`src/rtl/ac2d_pkg.sv`:
```
// shared types and constants for the two-dimensional autocorrelation engine
// no dependencies; used by every module under rtl
package ac2d_pkg;

  localparam int IDXW     = 5;   // loop index and lag width
  localparam int CNTW     = 5;   // size register width
  localparam int SAMPLE_W = 32;
  localparam int SUM_W    = 64;

  // input beat kinds
  localparam logic KIND_STORE = 1'b0;
  localparam logic KIND_QUERY = 1'b1;

  // configuration register indexes
  localparam logic REG_ROW_COUNT    = 1'b0;
  localparam logic REG_COLUMN_COUNT = 1'b1;

  typedef enum logic [1:0] {
    SEQ_IDLE,
    SEQ_RUN,
    SEQ_DRAIN,
    SEQ_HOLD
  } seq_state_t;

  // per-term control that travels alongside the memory reads
  typedef struct packed {
    logic valid;
    logic first;
    logic last;
  } mac_ctl_t;

endpackage

```
`src/rtl/ac2d_mac.sv`:
```
// multiply-accumulate pipeline: aligns control with read data, multiplies, sums
// depends on ac2d_pkg
module ac2d_mac (
  input  logic                          clk,
  input  logic                          rst_n,
  input  ac2d_pkg::mac_ctl_t            ctl,
  input  logic [ac2d_pkg::SAMPLE_W-1:0] rdata_a,
  input  logic [ac2d_pkg::SAMPLE_W-1:0] rdata_b,
  output logic [ac2d_pkg::SUM_W-1:0]    acc_r,
  output logic                          done_r
);

  ac2d_pkg::mac_ctl_t             ctl1_r;
  ac2d_pkg::mac_ctl_t             ctl2_r;
  logic [ac2d_pkg::SUM_W-1:0]     prod_r;
  logic [ac2d_pkg::SUM_W-1:0]     prod_nxt;
  logic [ac2d_pkg::SUM_W-1:0]     acc_nxt;
  logic                           done_nxt;

  // 32x32 signed product, sign extended to 64 bits
  assign prod_nxt = ac2d_pkg::SUM_W'($signed(rdata_a)) * ac2d_pkg::SUM_W'($signed(rdata_b));

  always_comb begin
    acc_nxt  = acc_r;
    done_nxt = 1'b0;
    if (ctl2_r.valid) begin
      acc_nxt  = ctl2_r.first ? prod_r : acc_r + prod_r;
      done_nxt = ctl2_r.last;
    end
  end

  always_ff @(posedge clk) begin
    if (!rst_n) begin
      ctl1_r <= '0;
      ctl2_r <= '0;
      done_r <= 1'b0;
    end else begin
      ctl1_r <= ctl;
      ctl2_r <= ctl1_r;
      done_r <= done_nxt;
    end
  end

  always_ff @(posedge clk) begin
    prod_r <= prod_nxt;
    acc_r  <= acc_nxt;
  end

endmodule

```
`config.mk`:
```
export PLATFORM = sky130hd
export DESIGN_NAME = ac2d_mac
export DESIGN_NICKNAME = d
export VERILOG_FILES = /design/src/rtl/ac2d_pkg.sv /design/src/rtl/ac2d_mac.sv
export SDC_FILE = /design/constraint.sdc
export NUM_CORES = 2
export LEC_CHECK = 0
export ABC_AREA = 0
export BUFFER_PORTS_ARGS = -buffer_cell sky130_fd_sc_hd__buf_2
export CAP_MARGIN = 20
export CORE_AREA = 5 5 268 270
export CTS_BUF_LIST = sky130_fd_sc_hd__clkbuf_8
export CTS_CLUSTER_DIAMETER = 40
export DETAILED_ROUTE_END_ITERATION = 12
export DIE_AREA = 0 0 273 275
export PLACE_DENSITY = 0.87
export RECOVER_POWER = 100
export REMOVE_ABC_BUFFERS = 1
export SLEW_MARGIN = 10
export SYNTH_ARGS = -nofsm -noshare
export SYNTH_HDL_FRONTEND = slang
export SYNTH_SLANG_ARGS = --single-unit
```
`constraint.sdc`:
```
create_clock -name clk -period 11.5 [get_ports clk]
set_input_delay 0.575 -clock clk [delete_from_list [all_inputs] [get_ports clk]]
set_output_delay 0.575 -clock clk [all_outputs]
set_load 0.02 [all_outputs]
```
==> qor.yml <==
worstPathBufferInverterCount: 6
cts_max_level: 4
slowest_stage: "clkbuf_1"
min_period_ns: 9.70
violations: "capacitance limit, slew limit"
yosys_warnings: 0
viasPerCell: 5.95
grt_pass1_vias: 37000
r2r_setup_slack_ns: 7.24
synth_compound_area_share_pct: 6.88
ant_nets: 0
synth-edff-count: 64
critical_path_class: "primary input to flip-flop"
ys_seq_area_share_pct: 7.62
yosys.area_share.simple_pct: 15.8
design.die.area_um2: 75100
ys.flop_type: "dfxtp_1"
hold_path.class: "primary input to flip-flop"
crit_path_start_kind: "primary input"
rr_worst_depth: 2
insertion_delay_ns: 0.45
post-route-drc-count: 0
async_reset_ff_share_pct: 0
via_count: 33100
rr_startpoint: "ctl2_r[1]$_SDFF_PN0_"
port_buffers: 133
cts.repair.resized: 0
start_util_pct: 63.3
cp_top_family: "adder cells"
cts_tree: "yes"
final.setup.worst_slack_ns: 1.80
whs_endpoint: "ctl1_r[2]$_SDFF_PN0_"
crit_fanout: 32
grt_max_degree: 86
wl_per_cell_um: 21.3
synth_cell_types: 70
cp-end-kind: "flip-flop"
clockBufferDepth: 2
synthToLayoutAreaGrowth_pct: 2.62
gp_congestion: 0.964
core_um2: 69300
place_worst_setup_slack_ns: 2.41
fmax_ghz: 0.103
dp.cells: 5527
chipHeight_um: 275
fin_skew_ns: 0.0106
nets: 6005
hold_start: "ctl[2]"
cts_root_buffer: "clkbuf_8"
syn_inst: 4695
tns_ns: 0
finalHoldViolCount: 0
synth_xor_area_share_pct: 2.62
numClockSinks: 135
tightestPinTransition_ns: 3.83
required_ns: 11.84
drive_above_1_share_pct: 2.55
clk_pin_slew_worst_paths_ns: 0.08
die_w_um: 273
netlist_area_um2: 43900
grt_pass1_wl_mm: 194
max_stage_delay_ns: 1.64
slew_headroom_pct: -155
seq_area_um2: 3340
setup_viol: 0
track_usage_pct: 32.7
crit_top_cell: "fa_1"
multiInputGateArea_um2: 35900
post_cts_buffers: 0
crit_arrival_ns: 10.04
rsz0062_at_grt: "false"
pin_count: 134
drtPass1Iterations: 6
drt-total-wl_mm: 119
fill_cells: 5208
ys_seq_elements: 135
hold_depth: 2
grt_antenna_before_repair: 2
fin_crit_sh_pct: 84.3
cap_violations: 4
drt_iter0_drc: 2934
dpl.hpwl_mm: 92.3
grt_overflow: 0
synth_top_family_by_area: "adder cells"
synth-adder-area-share_pct: 56.5
utilization_pct: 65.0
cts_hold_buf: 0
status: "complete, but fails checks"
num_rows: 97
cts_made_buffers: 17
muxShareOfSynthArea_pct: 0.120
timing.rr.end: "acc_r[6]$_DFFE_PP_"
finalNonFillerCells: 5560
syn_area_per_cell_um2: 9.34
slew_violations: 218
==> worst reg2reg max path: stages (launching register included) <==
cell	delay [ns]
dfxtp_1	1.17
clkbuf_1	2.28
o21ai_0	0.45
==> sequential cells by signal, summed over array words and instances, names as in the netlist <==
signal / count
ctl2_r: 3
ctl1_r: 3
done_r: 1
prod_r: 64
acc_r: 64
==> cell usage after synthesis, types with 15 or more instances <==
master	number	share of area (%)
xor2_1	51	1.0
o21bai_1	23	0.39
and2_1	524	7.5
inv_1	973	8.3
a211oi_1	16	0.27
dfxtp_1	71	3.2
nand2_1	608	5.2
xnor2_1	80	1.6
nand3_1	21	0.24
clkbuf_1	233	2.0
nand2b_1	24	0.34
o21a_1	15	0.26
nor2b_1	17	0.24
nor3_1	24	0.27
fa_1	1083	49
nor2_1	95	0.81
a21o_1	73	1.2
edfxtp_1	64	4.4
a21oi_1	135	1.5
nand4_1	36	0.51
ha_1	247	7.0
o21ai_0	132	1.5
==> stage by stage <==
stage               hold WS, ns  area, um2
floorplan                 0.412      42900
global placement          0.416      44800
detailed placement        0.417      44800
CTS                       0.300      45200
global route              0.313      45000
finish                    0.328      45000
==> how the worst max path moves through the flow <==
| stage | from | endpoint | slack, ns | depth (start not counted) |
|---|---|---|---|---|
| 3_5_place_dp | rdata_b[5] | prod_r[63]$_DFF_P_ | 2.41 | 25 |
| 5_1_grt | rdata_a[8] | prod_r[58]$_DFF_P_ | 1.41 | 25 |
| 2_1_floorplan | rdata_b[2] | prod_r[60]$_DFF_P_ | 3.98 | 25 |
| 3_3_place_gp | rdata_b[5] | prod_r[60]$_DFF_P_ | 2.65 | 28 |
| 4_1_cts | rdata_b[5] | prod_r[60]$_DFF_P_ | 2.92 | 28 |
| 6_report | rdata_a[8] | prod_r[58]$_DFF_P_ | 1.80 | 25 |
==> cells by family (layout without fill, tap and decap cells) <==
logic type / count (synthesis) / in the layout
AO/OA/AOI/OAI: 479 / 479
flip-flops: 135 / 135
adder cells (fa/ha/maj): 1330 / 1330
XOR/XNOR: 131 / 131
buffers and inverters: 1224 / 1148
AND/OR/NAND/NOR: 1391 / 1391
other: 0 / 1
multiplexers: 5 / 5
==> layout by cell type, fill, tap and decap left out, types with 4 or more instances in the layout <==
cell type,n
fa_1,1083
inv_1,975
nand2_1,608
and2_1,517
ha_1,247
a21oi_1,137
o21ai_0,137
nor2_1,95
xnor2_1,80
a21o_1,73
dfxtp_1,70
clkbuf_1,70
buf_2,65
edfxtp_1,64
xor2_1,51
nand4_1,36
nand2b_1,24
nor3_1,24
o21bai_1,23
nand3_1,21
clkbuf_8,18
nor2b_1,17
a211oi_1,16
o21a_1,15
a31oi_1,12
and3_1,10
or3_1,9
nor4_1,9
a31o_2,8
and2_0,7
o211ai_1,7
o31ai_1,7
buf_4,7
a211o_1,4
o31a_1,4
and4_1,4
inv_6,4
==> cell type report <==
class	instances	area share [%]
Clock buffer	18	0.550
Multi-Input combinational cell	3336	79.6
Clock inverter	14	0.220
Timing Repair Buffer	142	1.42
Tap cell	940	2.61
Sequential cell	135	7.43
Inverter	974	8.12
Antenna cell	1	0.00556
==> metal layers <==
metal	routed length, um	part of all wire [%]	track usage [%]
met1	42800	36	41.0
met2	56300	47	54.5
met3	13400	11	8.42
met4	6150	5.2	13.9
met5	0	0	0
Power is left out: the tool's default activity adds up to more than one toggle a clock period on the data nets, which glitch-free logic cannot reach.
