### src/rtl/ac2d_pkg.sv
// shared types and constants for the two-dimensional autocorrelation engine
// no dependencies; used by every module under rtl
package ac2d_pkg;

  localparam int IDXW     = 5;   // loop index and lag width
  localparam int CNTW     = 5;   // size register width
  localparam int SAMPLE_W = 32;
  localparam int SUM_W    = 64;

  // input beat kinds
  localparam logic KIND_STORE = 1'b0;
  localparam logic KIND_QUERY = 1'b1;

  // configuration register indexes
  localparam logic REG_ROW_COUNT    = 1'b0;
  localparam logic REG_COLUMN_COUNT = 1'b1;

  typedef enum logic [1:0] {
    SEQ_IDLE,
    SEQ_RUN,
    SEQ_DRAIN,
    SEQ_HOLD
  } seq_state_t;

  // per-term control that travels alongside the memory reads
  typedef struct packed {
    logic valid;
    logic first;
    logic last;
  } mac_ctl_t;

endpackage

### src/rtl/ac2d_seq.sv
// query sequencer: walks the overlapping window of a lag and issues read pairs
// depends on ac2d_pkg
module ac2d_seq #(
  parameter int MAX_COLS = 16,
  parameter int AW       = 8
) (
  input  logic                      clk,
  input  logic                      rst_n,
  input  logic                      query_start,
  input  logic [ac2d_pkg::IDXW-1:0] lag_row,
  input  logic [ac2d_pkg::IDXW-1:0] lag_col,
  input  logic [ac2d_pkg::CNTW-1:0] rows,
  input  logic [ac2d_pkg::CNTW-1:0] cols,
  input  logic                      mac_done,
  input  logic                      out_free,
  output logic                      busy,
  output logic [AW-1:0]             raddr_a,
  output logic [AW-1:0]             raddr_b,
  output ac2d_pkg::mac_ctl_t        mac_ctl,
  output logic                      result_load,
  output logic                      oor_r
);

  localparam int AXW = 16;

  ac2d_pkg::seq_state_t state_r, state_nxt;

  logic [ac2d_pkg::IDXW-1:0] i_r, i_nxt, j_r, j_nxt;
  logic [ac2d_pkg::IDXW-1:0] i_hi_r, i_hi_nxt, j_lo_r, j_lo_nxt, j_hi_r, j_hi_nxt;
  logic [ac2d_pkg::IDXW-1:0] m_r, m_nxt, n_r, n_nxt;
  logic                      first_r, first_nxt, oor_nxt;
  logic [ac2d_pkg::IDXW-1:0] mag_m, mag_n, di, dj;
  logic                      lag_oor, row_end, last_term;

  assign mag_m   = lag_row[ac2d_pkg::IDXW-1] ? -lag_row : lag_row;
  assign mag_n   = lag_col[ac2d_pkg::IDXW-1] ? -lag_col : lag_col;
  assign lag_oor = (mag_m >= rows) || (mag_n >= cols);

  // partner position, wraps in index width but always lands in range
  assign di        = i_r + m_r;
  assign dj        = j_r + n_r;
  assign row_end   = (j_r == j_hi_r);
  assign last_term = row_end && (i_r == i_hi_r);

  // next state
  always_comb begin
    state_nxt = state_r;
    case (state_r)
      ac2d_pkg::SEQ_IDLE: begin
        if (query_start) begin
          state_nxt = lag_oor ? ac2d_pkg::SEQ_HOLD : ac2d_pkg::SEQ_RUN;
        end
      end
      ac2d_pkg::SEQ_RUN: begin
        if (last_term) begin
          state_nxt = ac2d_pkg::SEQ_DRAIN;
        end
      end
      ac2d_pkg::SEQ_DRAIN: begin
        if (mac_done) begin
          state_nxt = ac2d_pkg::SEQ_HOLD;
        end
      end
      ac2d_pkg::SEQ_HOLD: begin
        if (out_free) begin
          state_nxt = ac2d_pkg::SEQ_IDLE;
        end
      end
      default: state_nxt = ac2d_pkg::SEQ_IDLE;
    endcase
  end

  // datapath and outputs
  always_comb begin
    i_nxt       = i_r;
    j_nxt       = j_r;
    i_hi_nxt    = i_hi_r;
    j_lo_nxt    = j_lo_r;
    j_hi_nxt    = j_hi_r;
    m_nxt       = m_r;
    n_nxt       = n_r;
    first_nxt   = first_r;
    oor_nxt     = oor_r;
    mac_ctl     = '0;
    result_load = 1'b0;
    busy        = 1'b1;
    case (state_r)
      ac2d_pkg::SEQ_IDLE: begin
        busy = 1'b0;
        if (query_start) begin
          m_nxt     = lag_row;
          n_nxt     = lag_col;
          oor_nxt   = lag_oor;
          first_nxt = 1'b1;
          i_nxt     = lag_row[ac2d_pkg::IDXW-1] ? mag_m : '0;
          i_hi_nxt  = lag_row[ac2d_pkg::IDXW-1] ? rows - 1'b1 : rows - 1'b1 - mag_m;
          j_nxt     = lag_col[ac2d_pkg::IDXW-1] ? mag_n : '0;
          j_lo_nxt  = lag_col[ac2d_pkg::IDXW-1] ? mag_n : '0;
          j_hi_nxt  = lag_col[ac2d_pkg::IDXW-1] ? cols - 1'b1 : cols - 1'b1 - mag_n;
        end
      end
      ac2d_pkg::SEQ_RUN: begin
        mac_ctl.valid = 1'b1;
        mac_ctl.first = first_r;
        mac_ctl.last  = last_term;
        first_nxt     = 1'b0;
        if (row_end) begin
          j_nxt = j_lo_r;
          i_nxt = i_r + 1'b1;
        end else begin
          j_nxt = j_r + 1'b1;
        end
      end
      ac2d_pkg::SEQ_DRAIN: begin
        mac_ctl = '0;
      end
      ac2d_pkg::SEQ_HOLD: begin
        result_load = out_free;
      end
      default: begin
        mac_ctl = '0;
      end
    endcase
  end

  assign raddr_a = AW'(AXW'(i_r) * AXW'(MAX_COLS) + AXW'(j_r));
  assign raddr_b = AW'(AXW'(di) * AXW'(MAX_COLS) + AXW'(dj));

  always_ff @(posedge clk) begin
    if (!rst_n) begin
      state_r <= ac2d_pkg::SEQ_IDLE;
    end else begin
      state_r <= state_nxt;
    end
  end

  always_ff @(posedge clk) begin
    i_r     <= i_nxt;
    j_r     <= j_nxt;
    i_hi_r  <= i_hi_nxt;
    j_lo_r  <= j_lo_nxt;
    j_hi_r  <= j_hi_nxt;
    m_r     <= m_nxt;
    n_r     <= n_nxt;
    first_r <= first_nxt;
    oor_r   <= oor_nxt;
  end

endmodule

### config.mk
export PLATFORM = sky130hd
export DESIGN_NAME = ac2d_seq
export DESIGN_NICKNAME = d
export VERILOG_FILES = /design/src/rtl/ac2d_pkg.sv /design/src/rtl/ac2d_seq.sv
export SDC_FILE = /design/constraint.sdc
export NUM_CORES = 1
export LEC_CHECK = 0
export BUFFER_PORTS_ARGS = -buffer_cell sky130_fd_sc_hd__buf_2
export CAP_MARGIN = 25
export CORE_ASPECT_RATIO = 2
export CORE_MARGIN = 2
export CORE_UTILIZATION = 52
export CTS_BUF_LIST = sky130_fd_sc_hd__clkbuf_16
export DETAILED_ROUTE_END_ITERATION = 8
export PLACE_DENSITY = 0.8
export SETUP_SLACK_MARGIN = 0.2
export SYNTH_ARGS = -nofsm -noshare
export SYNTH_HDL_FRONTEND = slang
export SYNTH_SLANG_ARGS = --single-unit
### constraint.sdc
create_clock -name clk -period 2.3 [get_ports clk]
set_input_delay 0 -clock clk [delete_from_list [all_inputs] [get_ports clk]]
set_output_delay 0 -clock clk [all_outputs]
set_load 0.01 [all_outputs]
==> results of run 1 <==
## worst max-delay path, delay by kind of cell, from the launching register on
kind | cells | cell delay [ns]
compound gates | 2 | 0.34
xor+xnor | 3 | 0.41
fa+ha+maj | 3 | 0.59
buf+inv | 3 | 0.22
flops | 1 | 0.39
simple gates | 1 | 0.07
## cell families after synthesis
group,share of synthesized area
AND/OR/NAND/NOR,0.0945
AO/OA/AOI/OAI,0.100
buffers and inverters,0.0644
XOR/XNOR,0.133
adder cells (fa/ha/maj),0.197
flip-flops,0.380
multiplexers,0.0309
## sequential cells by signal, indices dropped and copies added, names as in the netlist
signal / flops
state_r: 2
j_r: 5
n_r: 5
j_lo_r: 5
first_r: 1
j_hi_r: 5
oor_r: 1
m_r: 4
i_r: 5
i_hi_r: 5
## metrics by stage
stage / setup TNS (ns) / instances / power, mW / setup WS, ns / hold slack, ns
6_report: -0.0194 / 418 / 4.43 / -0.0194 / 0.0237
5_1_grt: -0.304 / 418 / 4.80 / -0.167 / 0.0138
4_1_cts: -0.128 / 414 / 4.33 / -0.108 / 0.0159
3_5_place_dp: 0 / 396 / 3.52 / 0.0613 / 0.216
3_3_place_gp: 0 / 396 / 3.44 / 0.137 / 0.212
2_1_floorplan: 0 / 288 / 2.75 / 0.248 / 0.0989
## cell type report
type | instances | share of cell area
sequential | 38 | 0.310
multi-input combinational | 204 | 0.470
inverter | 36 | 0.0373
clock inverter | 3 | 0.00346
clock buffer | 5 | 0.0346
tap | 60 | 0.0207
timing repair buffer | 72 | 0.125
## layer usage
metal	GRT usage	up-vias	wire length, µm
li1	-	1120	-
met1	0.208	1038	2160
met2	0.411	52	3550
met3	0.0293	18	190
met4	0.0946	0	191
met5	0	-	0
## cells in the final DEF, fill, tap and decap left out, types with 4 or more instances in the layout
cell type,instances
nand2_1,20
nor2_1,9
edfxtp_1,36
nor3_1,4
a21oi_1,10
dlygate4sd3_1,8
and2_1,4
mux2i_1,8
xor2_1,27
a21o_1,8
nand3_1,7
xnor2_1,16
ha_1,38
buf_4,18
o21ai_0,13
buf_2,45
o22ai_1,4
inv_1,34
clkbuf_16,5
## power groups by stage
stage          clock [mW]  sequential [mW]  combinational [mW]
2_1_floorplan           0             1.23                1.52
3_3_place_gp            0             1.24                2.20
3_5_place_dp            0             1.26                2.26
4_1_cts             0.645             1.25                2.44
5_1_grt             0.681             1.28                2.84
6_report            0.636             1.25                2.54
## worst min-delay path by stage
stage,slack (ns),cells after the start,end,startpoint
5_1_grt,0.01,1,n_r[2]$_DFFE_PP_,lag_col[2]
3_3_place_gp,0.21,1,m_r[1]$_DFFE_PP_,lag_row[1]
6_report,0.02,1,n_r[2]$_DFFE_PP_,lag_col[2]
4_1_cts,0.02,1,n_r[2]$_DFFE_PP_,lag_col[2]
2_1_floorplan,0.1,0,m_r[0]$_DFFE_PP_,lag_row[0]
3_5_place_dp,0.22,1,m_r[1]$_DFFE_PP_,lag_row[1]
## timing repair
item,CTS,global route
hold buffers,8,0
endpoints found under the hold margin,8,0
endpoints found under the setup margin,4,7
resized for setup,9,5
pin swaps,6,8
buffers inserted,2,4
==> results.yml, run 1 <==
clocking:
  root_buffer: "clkbuf_16"
  clkTransAtPathRegs_ns: 0.05
  clock-sinks: 38
  clk_latency_ns: 0.28
  tritoncts: "done"
  clock_path_buffers: 2
  h-tree-depth: 2
  cts_buffers: 5
logic_synthesis:
  synth_seq_cells: 38
  synth_ff_type: "edfxtp_1"
  synth_edf_count: 36
  ys_top_cells_by_area: "edfxtp_1 37%, ha_1 17%, xor2_1 8.0%, xnor2_1 5.3%, inv_1 4.4%"
  synthArstFlopShare: 0
  ys_top_cells_by_count: "40 x ha_1, 36 x edfxtp_1, 35 x inv_1"
  syn_nets: 357
  ys_warn_count: 0
  yosysTopAreaCell: "edfxtp_1"
  synth_most_common_cell: "ha_1"
  synth-seq-area-share: 0.380
  synth_cell_types: 36
  synth_top_area_frac: 0.366
  netlist_instances: 288
  syn-cell-area_mm2: 0.00295
  syn_area_per_cell_um2: 10.3
worst_setup_path:
  cp-start-kind: "register"
  path_class: "reg2out"
  crit_start: "j_r[0]$_DFFE_PP_"
  timing.rr.end: "state_r[0]$_SDFFE_PN0P_"
  crit_chain: "ha_2 -> inv_2 -> fa_2 -> inv_2 -> a21o_1 -> a21oi_2 -> xnor2_2 -> ha_4 -> nand3_4 -> xnor2_2 -> xnor2_1 -> buf_2"
  arrival_ns: 2.32
  reg2reg_from: "j_r[0]$_DFFE_PP_"
  critPathSlowestCell: "edfxtp_1"
  worstPathRequired_ns: 2.30
  slowest_delay_ns: 0.39
  worstSetupEndpointType: "output pin"
  r2r_cells: 9
  r2r_slack_ns: 0.33
  cp_max_fo: 2
  crit_end: "raddr_b[7]"
floorplanning:
  fp.coreArea_mm2: 0.00547
  ios: 47
  dieArea_mm2: 0.00633
  initial_core_util: 0.540
  num_rows: 38
  die_w_um: 57.3
  die_h_um: 111
timing:
  finClkSkew_ns: 0.00501
  hold_violations: 0
  fin_crit_sh: 1.01
  slew_headroom: 0.651
  fin_ws_ns: -0.0194
  setup_viol: 1
  post-route-min-period_ns: 2.32
  grt_setup_unrepaired: "yes"
  fmax_ghz: 0.431
  slew_viol_final: 0
  tightest_slew_ns: 0.517
power:
  p_sw_mw: 1.75
  internal-power_mw: 2.68
  combPwrFrac: 0.575
  p_leak_nw: 1.73
  clockPowerShare: 0.144
  pwr-share-seq: 0.282
  swShare: 0.395
  ir_drop_v: 0.000981
  powerDensity_mw_per_mm2: 1220
flow_run:
  drv_cap: 0
placed_design:
  place_hpwl_um: 4800
  dpl-instance-area_mm2: 0.00329
  port-buffer-count: 46
  gp_congestion: 0.870
run_status:
  violations: "negative setup slack"
  status: "finished with violations"
global_routing:
  grt_max_degree: 26
  track_usage: 0.212
  grt_pass1_wl_um: 10500
  grt_pass1_vias: 2381
  grt_antenna_before_repair: 0
  grt_overflow: 0
detailed_routing:
  final_antenna_net_count: 0
  drc_errors: 0
  dr_total_vias: 2228
  firstDrtPassIters: 4
  drtIter0Drc: 46
  wl_per_cell_um: 14.6
  via_per_inst: 5.33
  drt_wl_total_um: 6090
cells_and_area:
  nets: 426
  multi_input_area_mm2: 0.00170
  postLayoutCellArea_mm2: 0.00362
  diodes: 0
  regArea_mm2: 0.00112
  layout-drive-gt1-share: 0.237
  nFillCells: 412
  fin_util: 0.662
  area_growth_pct: 22.6
hold_path:
  min_path_type: "in2reg"
No activity file was read; power rests on OpenSTA's default activity.
==> run 2, diff against run 1 <==
--- a/config.mk
+++ b/config.mk
@@ -5,14 +5,16 @@
 export SDC_FILE = /design/constraint.sdc
 export NUM_CORES = 1
 export LEC_CHECK = 0
-export BUFFER_PORTS_ARGS = -buffer_cell sky130_fd_sc_hd__buf_2
 export CAP_MARGIN = 25
+export CELL_PAD_IN_SITES_DETAIL_PLACEMENT = 1
+export CELL_PAD_IN_SITES_GLOBAL_PLACEMENT = 1
 export CORE_ASPECT_RATIO = 2
 export CORE_MARGIN = 2
-export CORE_UTILIZATION = 52
+export CORE_UTILIZATION = 45
 export CTS_BUF_LIST = sky130_fd_sc_hd__clkbuf_16
 export DETAILED_ROUTE_END_ITERATION = 8
-export PLACE_DENSITY = 0.8
+export DONT_BUFFER_PORTS = 1
+export PLACE_DENSITY = 0.79
 export SETUP_SLACK_MARGIN = 0.2
 export SYNTH_ARGS = -nofsm -noshare
 export SYNTH_HDL_FRONTEND = slang
==> run 2 against run 1 <==
The run still ends with negative setup slack left. Die area increased by 15%. Routed wire length increased by 14%. Utilization decreased by 12 points. Largest cell class unchanged.
==> results.yml, run 2 (synthesis results as in run 1) <==
run_status:
  violations: "negative setup slack"
  status: "finished with violations"
placed_design:
  gp_congestion: 0.806
  dp_cells: 379
  dp_slack_ns: 0.0147
  place_hpwl_um: 5360
  port-buffer-count: 0
floorplanning:
  initial_core_util: 0.468
  die_w_um: 61.3
  die_h_um: 119
  num_rows: 41
  fp.coreArea_mm2: 0.00631
  ios: 47
  dieArea_mm2: 0.00727
worst_setup_path:
  cp_max_fo: 2
  crit_chain: "ha_2 -> inv_2 -> fa_2 -> inv_2 -> a21o_1 -> a21oi_2 -> xnor2_2 -> ha_2 -> nand3_2 -> xnor2_2 -> xnor2_1 -> buf_4"
  worstSetupEndpointType: "output pin"
  slowest_delay_ns: 0.41
  path_class: "reg2out"
  critPathSlowestCell: "edfxtp_1"
  worstPathRequired_ns: 2.30
  cp-start-kind: "register"
  arrival_ns: 2.40
detailed_routing:
  wl_per_cell_um: 17.3
  final_antenna_net_count: 0
  firstDrtPassIters: 4
  drc_errors: 0
  dr_total_vias: 2171
  drt_wl_total_um: 6920
  drtIter0Drc: 57
  via_per_inst: 5.43
timing:
  hold_slack_ns: 0.0172
  tns_ns: -0.147
  hold_violations: 0
  slew_headroom: 0.590
  slew_viol_final: 0
  post-route-min-period_ns: 2.40
  finClkSkew_ns: 0.00362
  fin_ws_ns: -0.102
  fmax_ghz: 0.416
  setup_viol: 2
  grt_setup_unrepaired: "yes"
  fin_crit_sh: 1.04
  tightest_slew_ns: 0.607
cells_and_area:
  nets: 383
  layoutNonFillerInstCount: 400
  area_growth_pct: 16.2
  final_cell_mix: "37 x ha_1, 36 x edfxtp_1, 35 x inv_1, 27 x xor2_1, 21 x nand2_1"
  layout-drive-gt1-share: 0.115
  diodes: 0
  fin_util: 0.544
  regArea_mm2: 0.00112
  multi_input_area_mm2: 0.00169
  nFillCells: 699
  final_common_cell: "ha_1"
clocking:
  root_buffer: "clkbuf_16"
  tritoncts: "done"
  cts_buffers: 5
  clock-sinks: 38
  clk_latency_ns: 0.28
  clock_path_buffers: 2
  clkTransAtPathRegs_ns: 0.05
  h-tree-depth: 2
power:
  p_leak_nw: 1.55
  ir_drop_v: 0.000385
  powerDensity_mw_per_mm2: 1210
flow_run:
  drv_cap: 0
global_routing:
  grt_pass1_vias: 2479
  track_usage: 0.216
  grt_max_degree: 26
  grt_pass1_wl_um: 11700
  grt_antenna_before_repair: 0
  grt_overflow: 0
hold_path:
  min_path_type: "in2reg"
[run 2: cell types whose count changed in the layout (fill, tap and decap cells not counted), sizes merged]
| cell | previous run | this run |
|---|---|---|
| buf | 64 | 17 |
| dlygate4sd3 | 8 | 12 |
| clkinv | 2 | 0 |
| inv | 37 | 38 |
[run 2: final timing paths]
check             depth (start not counted)               startpoint                       to  slack, ns
setup / recovery                         12         j_r[0]$_DFFE_PP_               raddr_b[7]      -0.10
setup reg to reg                          6         j_r[1]$_DFFE_PP_         i_r[2]$_DFFE_PP_       0.43
hold / removal                            1               lag_col[4]      j_lo_r[1]$_DFFE_PP_       0.02
hold reg to reg                           2  state_r[1]$_SDFFE_PN0P_  state_r[1]$_SDFFE_PN0P_       0.54
[run 2: stage by stage]
stage	total power, mW	area, µm²
2_1_floorplan	2.75	2950
3_3_place_gp	3.25	3120
3_5_place_dp	3.34	3120
4_1_cts	4.19	3430
5_1_grt	4.47	3430
6_report	4.14	3430
[run 2: where the power goes]
part	internal [mW]	leakage (nW)	switching (mW)
clock network	0.387	0.0723	0.243
registers	1.07	0.362	0.167
logic	1.01	1.12	1.26
[run 2: layout make-up]
cell class	count	share of cell area
inverters	36	0.0394
clock buffers	5	0.0365
clock inverters	2	0.00219
repair buffers	29	0.0722
multi-input cells	204	0.492
flip-flops and latches	38	0.327
well taps	86	0.0314
[run 2: timing repair]
action / 4_1_cts / 5_1_grt
buffers inserted: 2 / 0
pin swaps: 9 / 8
gates resized for setup: 9 / 1
hold buffers: 12 / 0
endpoints found under the hold margin: 20 / 0
setup endpoints to repair: 4 / 4
[run 2: routing by layer]
layer	global-route usage	wire, µm	up-vias
li1	-	-	1038
met3	0.0306	256	9
met2	0.399	4090	46
met5	0	0	-
met4	0.0938	152	0
met1	0.224	2420	1078
[run 2: worst max-delay path, delay by kind of cell (launching register included)]
family                     cells  cell delay (ns)
xor gates and xnor gates       3             0.45
adders and majority gates      3             0.63
buffers and inverters          3             0.22
and+or+nand+nor                1             0.09
DFF                            1             0.41
AOI/OAI and AO/OA              2             0.33
==> run 3, diff against run 2 <==
--- a/config.mk
+++ b/config.mk
@@ -5,15 +5,15 @@
 export SDC_FILE = /design/constraint.sdc
 export NUM_CORES = 1
 export LEC_CHECK = 0
+export BUFFER_PORTS_ARGS = -buffer_cell sky130_fd_sc_hd__buf_2
 export CAP_MARGIN = 25
 export CELL_PAD_IN_SITES_DETAIL_PLACEMENT = 1
 export CELL_PAD_IN_SITES_GLOBAL_PLACEMENT = 1
 export CORE_ASPECT_RATIO = 2
 export CORE_MARGIN = 2
-export CORE_UTILIZATION = 45
+export CORE_UTILIZATION = 40
 export CTS_BUF_LIST = sky130_fd_sc_hd__clkbuf_16
 export DETAILED_ROUTE_END_ITERATION = 8
-export DONT_BUFFER_PORTS = 1
 export PLACE_DENSITY = 0.79
 export SETUP_SLACK_MARGIN = 0.2
 export SYNTH_ARGS = -nofsm -noshare
==> run 3 against run 2 <==
The run still ends with negative setup slack left. Setup slack worse by 0.014 ns. Critical path depth unchanged. Sequential cell count unchanged. Sequential share of layout area down 2.1 points. Design area up 6.8%. Power up 10%. Clock skew about the same. Utilization down 3.6 points. Non-clock buffer count up 41. Maximum frequency down 0.60%. Critical path type unchanged. Critical endpoint is now raddr_b[6].
==> results.yml, run 3 (synthesis results as in run 1) <==
cells_and_area:
  nets: 424
  multi_input_area_mm2: 0.00171
  regArea_mm2: 0.00112
  nFillCells: 814
  fin_util: 0.508
  final_common_cell: "buf_2"
  area_growth_pct: 24.1
  diodes: 0
  final_cell_mix: "44 x buf_2, 37 x ha_1, 36 x edfxtp_1, 34 x inv_1, 26 x xor2_1"
  layout-drive-gt1-share: 0.242
placed_design:
  gp_congestion: 0.826
  place_hpwl_um: 6060
  dp_slack_ns: -0.0595
  port-buffer-count: 46
clocking:
  cts_buffers: 5
  root_buffer: "clkbuf_16"
  clkTransAtPathRegs_ns: 0.05
  tritoncts: "done"
  clk_latency_ns: 0.28
  h-tree-depth: 2
  clock_path_buffers: 2
  clock-sinks: 38
timing:
  slew_headroom: 0.685
  grt_setup_unrepaired: "yes"
  post-route-min-period_ns: 2.42
  hold_violations: 0
  setup_viol: 3
  fmax_ghz: 0.414
  tightest_slew_ns: 0.466
  tns_ns: -0.312
  hold_slack_ns: 0.00649
  slew_viol_final: 0
  finClkSkew_ns: 0.00390
  fin_ws_ns: -0.116
  fin_crit_sh: 1.05
global_routing:
  grt_max_degree: 26
  grt_pass1_vias: 2571
  track_usage: 0.204
  grt_antenna_before_repair: 0
  grt_overflow: 0
  grt_pass1_wl_um: 12600
worst_setup_path:
  worstSetupEndpointType: "output pin"
  cp_max_fo: 2
  worstPathRequired_ns: 2.30
  slowest_delay_ns: 0.36
  cp-start-kind: "register"
  path_class: "reg2out"
  critPathSlowestCell: "fa_2"
  crit_chain: "ha_2 -> inv_2 -> fa_2 -> inv_2 -> a21o_1 -> a21oi_2 -> xnor2_2 -> ha_4 -> buf_4 -> ha_2 -> xor2_1 -> buf_2"
  arrival_ns: 2.42
floorplanning:
  dieArea_mm2: 0.00813
  fp.coreArea_mm2: 0.00721
  die_h_um: 126
  num_rows: 44
  ios: 47
  die_w_um: 64.8
  initial_core_util: 0.409
detailed_routing:
  drt_wl_total_um: 7510
  final_antenna_net_count: 0
  firstDrtPassIters: 4
  via_per_inst: 5.08
  drc_errors: 0
  drtIter0Drc: 51
  wl_per_cell_um: 16.8
  dr_total_vias: 2278
power:
  p_total_mw: 4.56
  p_leak_nw: 1.73
  powerDensity_mw_per_mm2: 1240
  ir_drop_v: 0.000479
flow_run:
  drv_cap: 0
run_status:
  status: "finished with violations"
  violations: "negative setup slack"
hold_path:
  min_path_type: "in2reg"
run 3: cell types whose count changed in the layout (fill, tap and decap cells not counted), sizes merged:
cell         change
inv              -1
clkinv           +2
buf             +46
dlygate4sd3      -5
run 3: path summary, 6_finish.rpt:
check	from	to	slack [ns]	depth (start not counted)
worst max-delay path	j_r[0]$_DFFE_PP_	raddr_b[6]	-0.12	12
worst min register to register	state_r[0]$_SDFFE_PN0P_	state_r[0]$_SDFFE_PN0P_	0.52	2
worst min-delay path	rst_n	state_r[0]$_SDFFE_PN0P_	0.006	3
worst max register to register	j_r[4]$_DFFE_PP_	i_r[4]$_DFFE_PP_	0.39	5
run 3: routing by layer:
metal,vias to the layer above,wire length [µm],global-route usage
met1,1105,2600,0.200
li1,1115,-,-
met3,13,208,0.0207
met5,-,0,0
met4,0,265,0.100
met2,45,4440,0.400
run 3: worst max-delay path, delay by kind of cell (launching register included):
| family | cells | cell delay [ns] |
|---|---|---|
| fa+ha+maj | 4 | 0.90 |
| flops | 1 | 0.35 |
| xor+xnor | 2 | 0.32 |
| compound gates | 2 | 0.20 |
| buf+inv | 4 | 0.38 |
run 3: through the flow:
step | area, µm² | std cells
floorplan | 2950 | 288
global placement | 3340 | 429
detailed placement | 3340 | 429
CTS | 3620 | 447
global route | 3660 | 448
finish | 3660 | 448
run 3: final cells by class:
class,instances,share of cell area
Clock buffer,5,0.0342
Inverter,36,0.0369
Multi-Input combinational cell,204,0.468
Timing Repair Buffer,70,0.120
Sequential cell,38,0.306
Clock inverter,3,0.00342
Tap cell,92,0.0314
run 3: power breakdown:
| part | switching, mW | leakage (nW) | internal, mW |
|---|---|---|---|
| Sequential | 0.177 | 0.362 | 1.07 |
| Clock | 0.253 | 0.0724 | 0.391 |
| Combinational | 1.41 | 1.29 | 1.25 |
| Total | 1.84 | 1.73 | 2.71 |
run 3: repair_timing:
item,CTS,global route
hold buffers,7,0
pin swaps,8,8
setup buffers,3,1
setup endpoints to repair,4,8
resized for setup,11,6
endpoints found under the hold margin,7,0
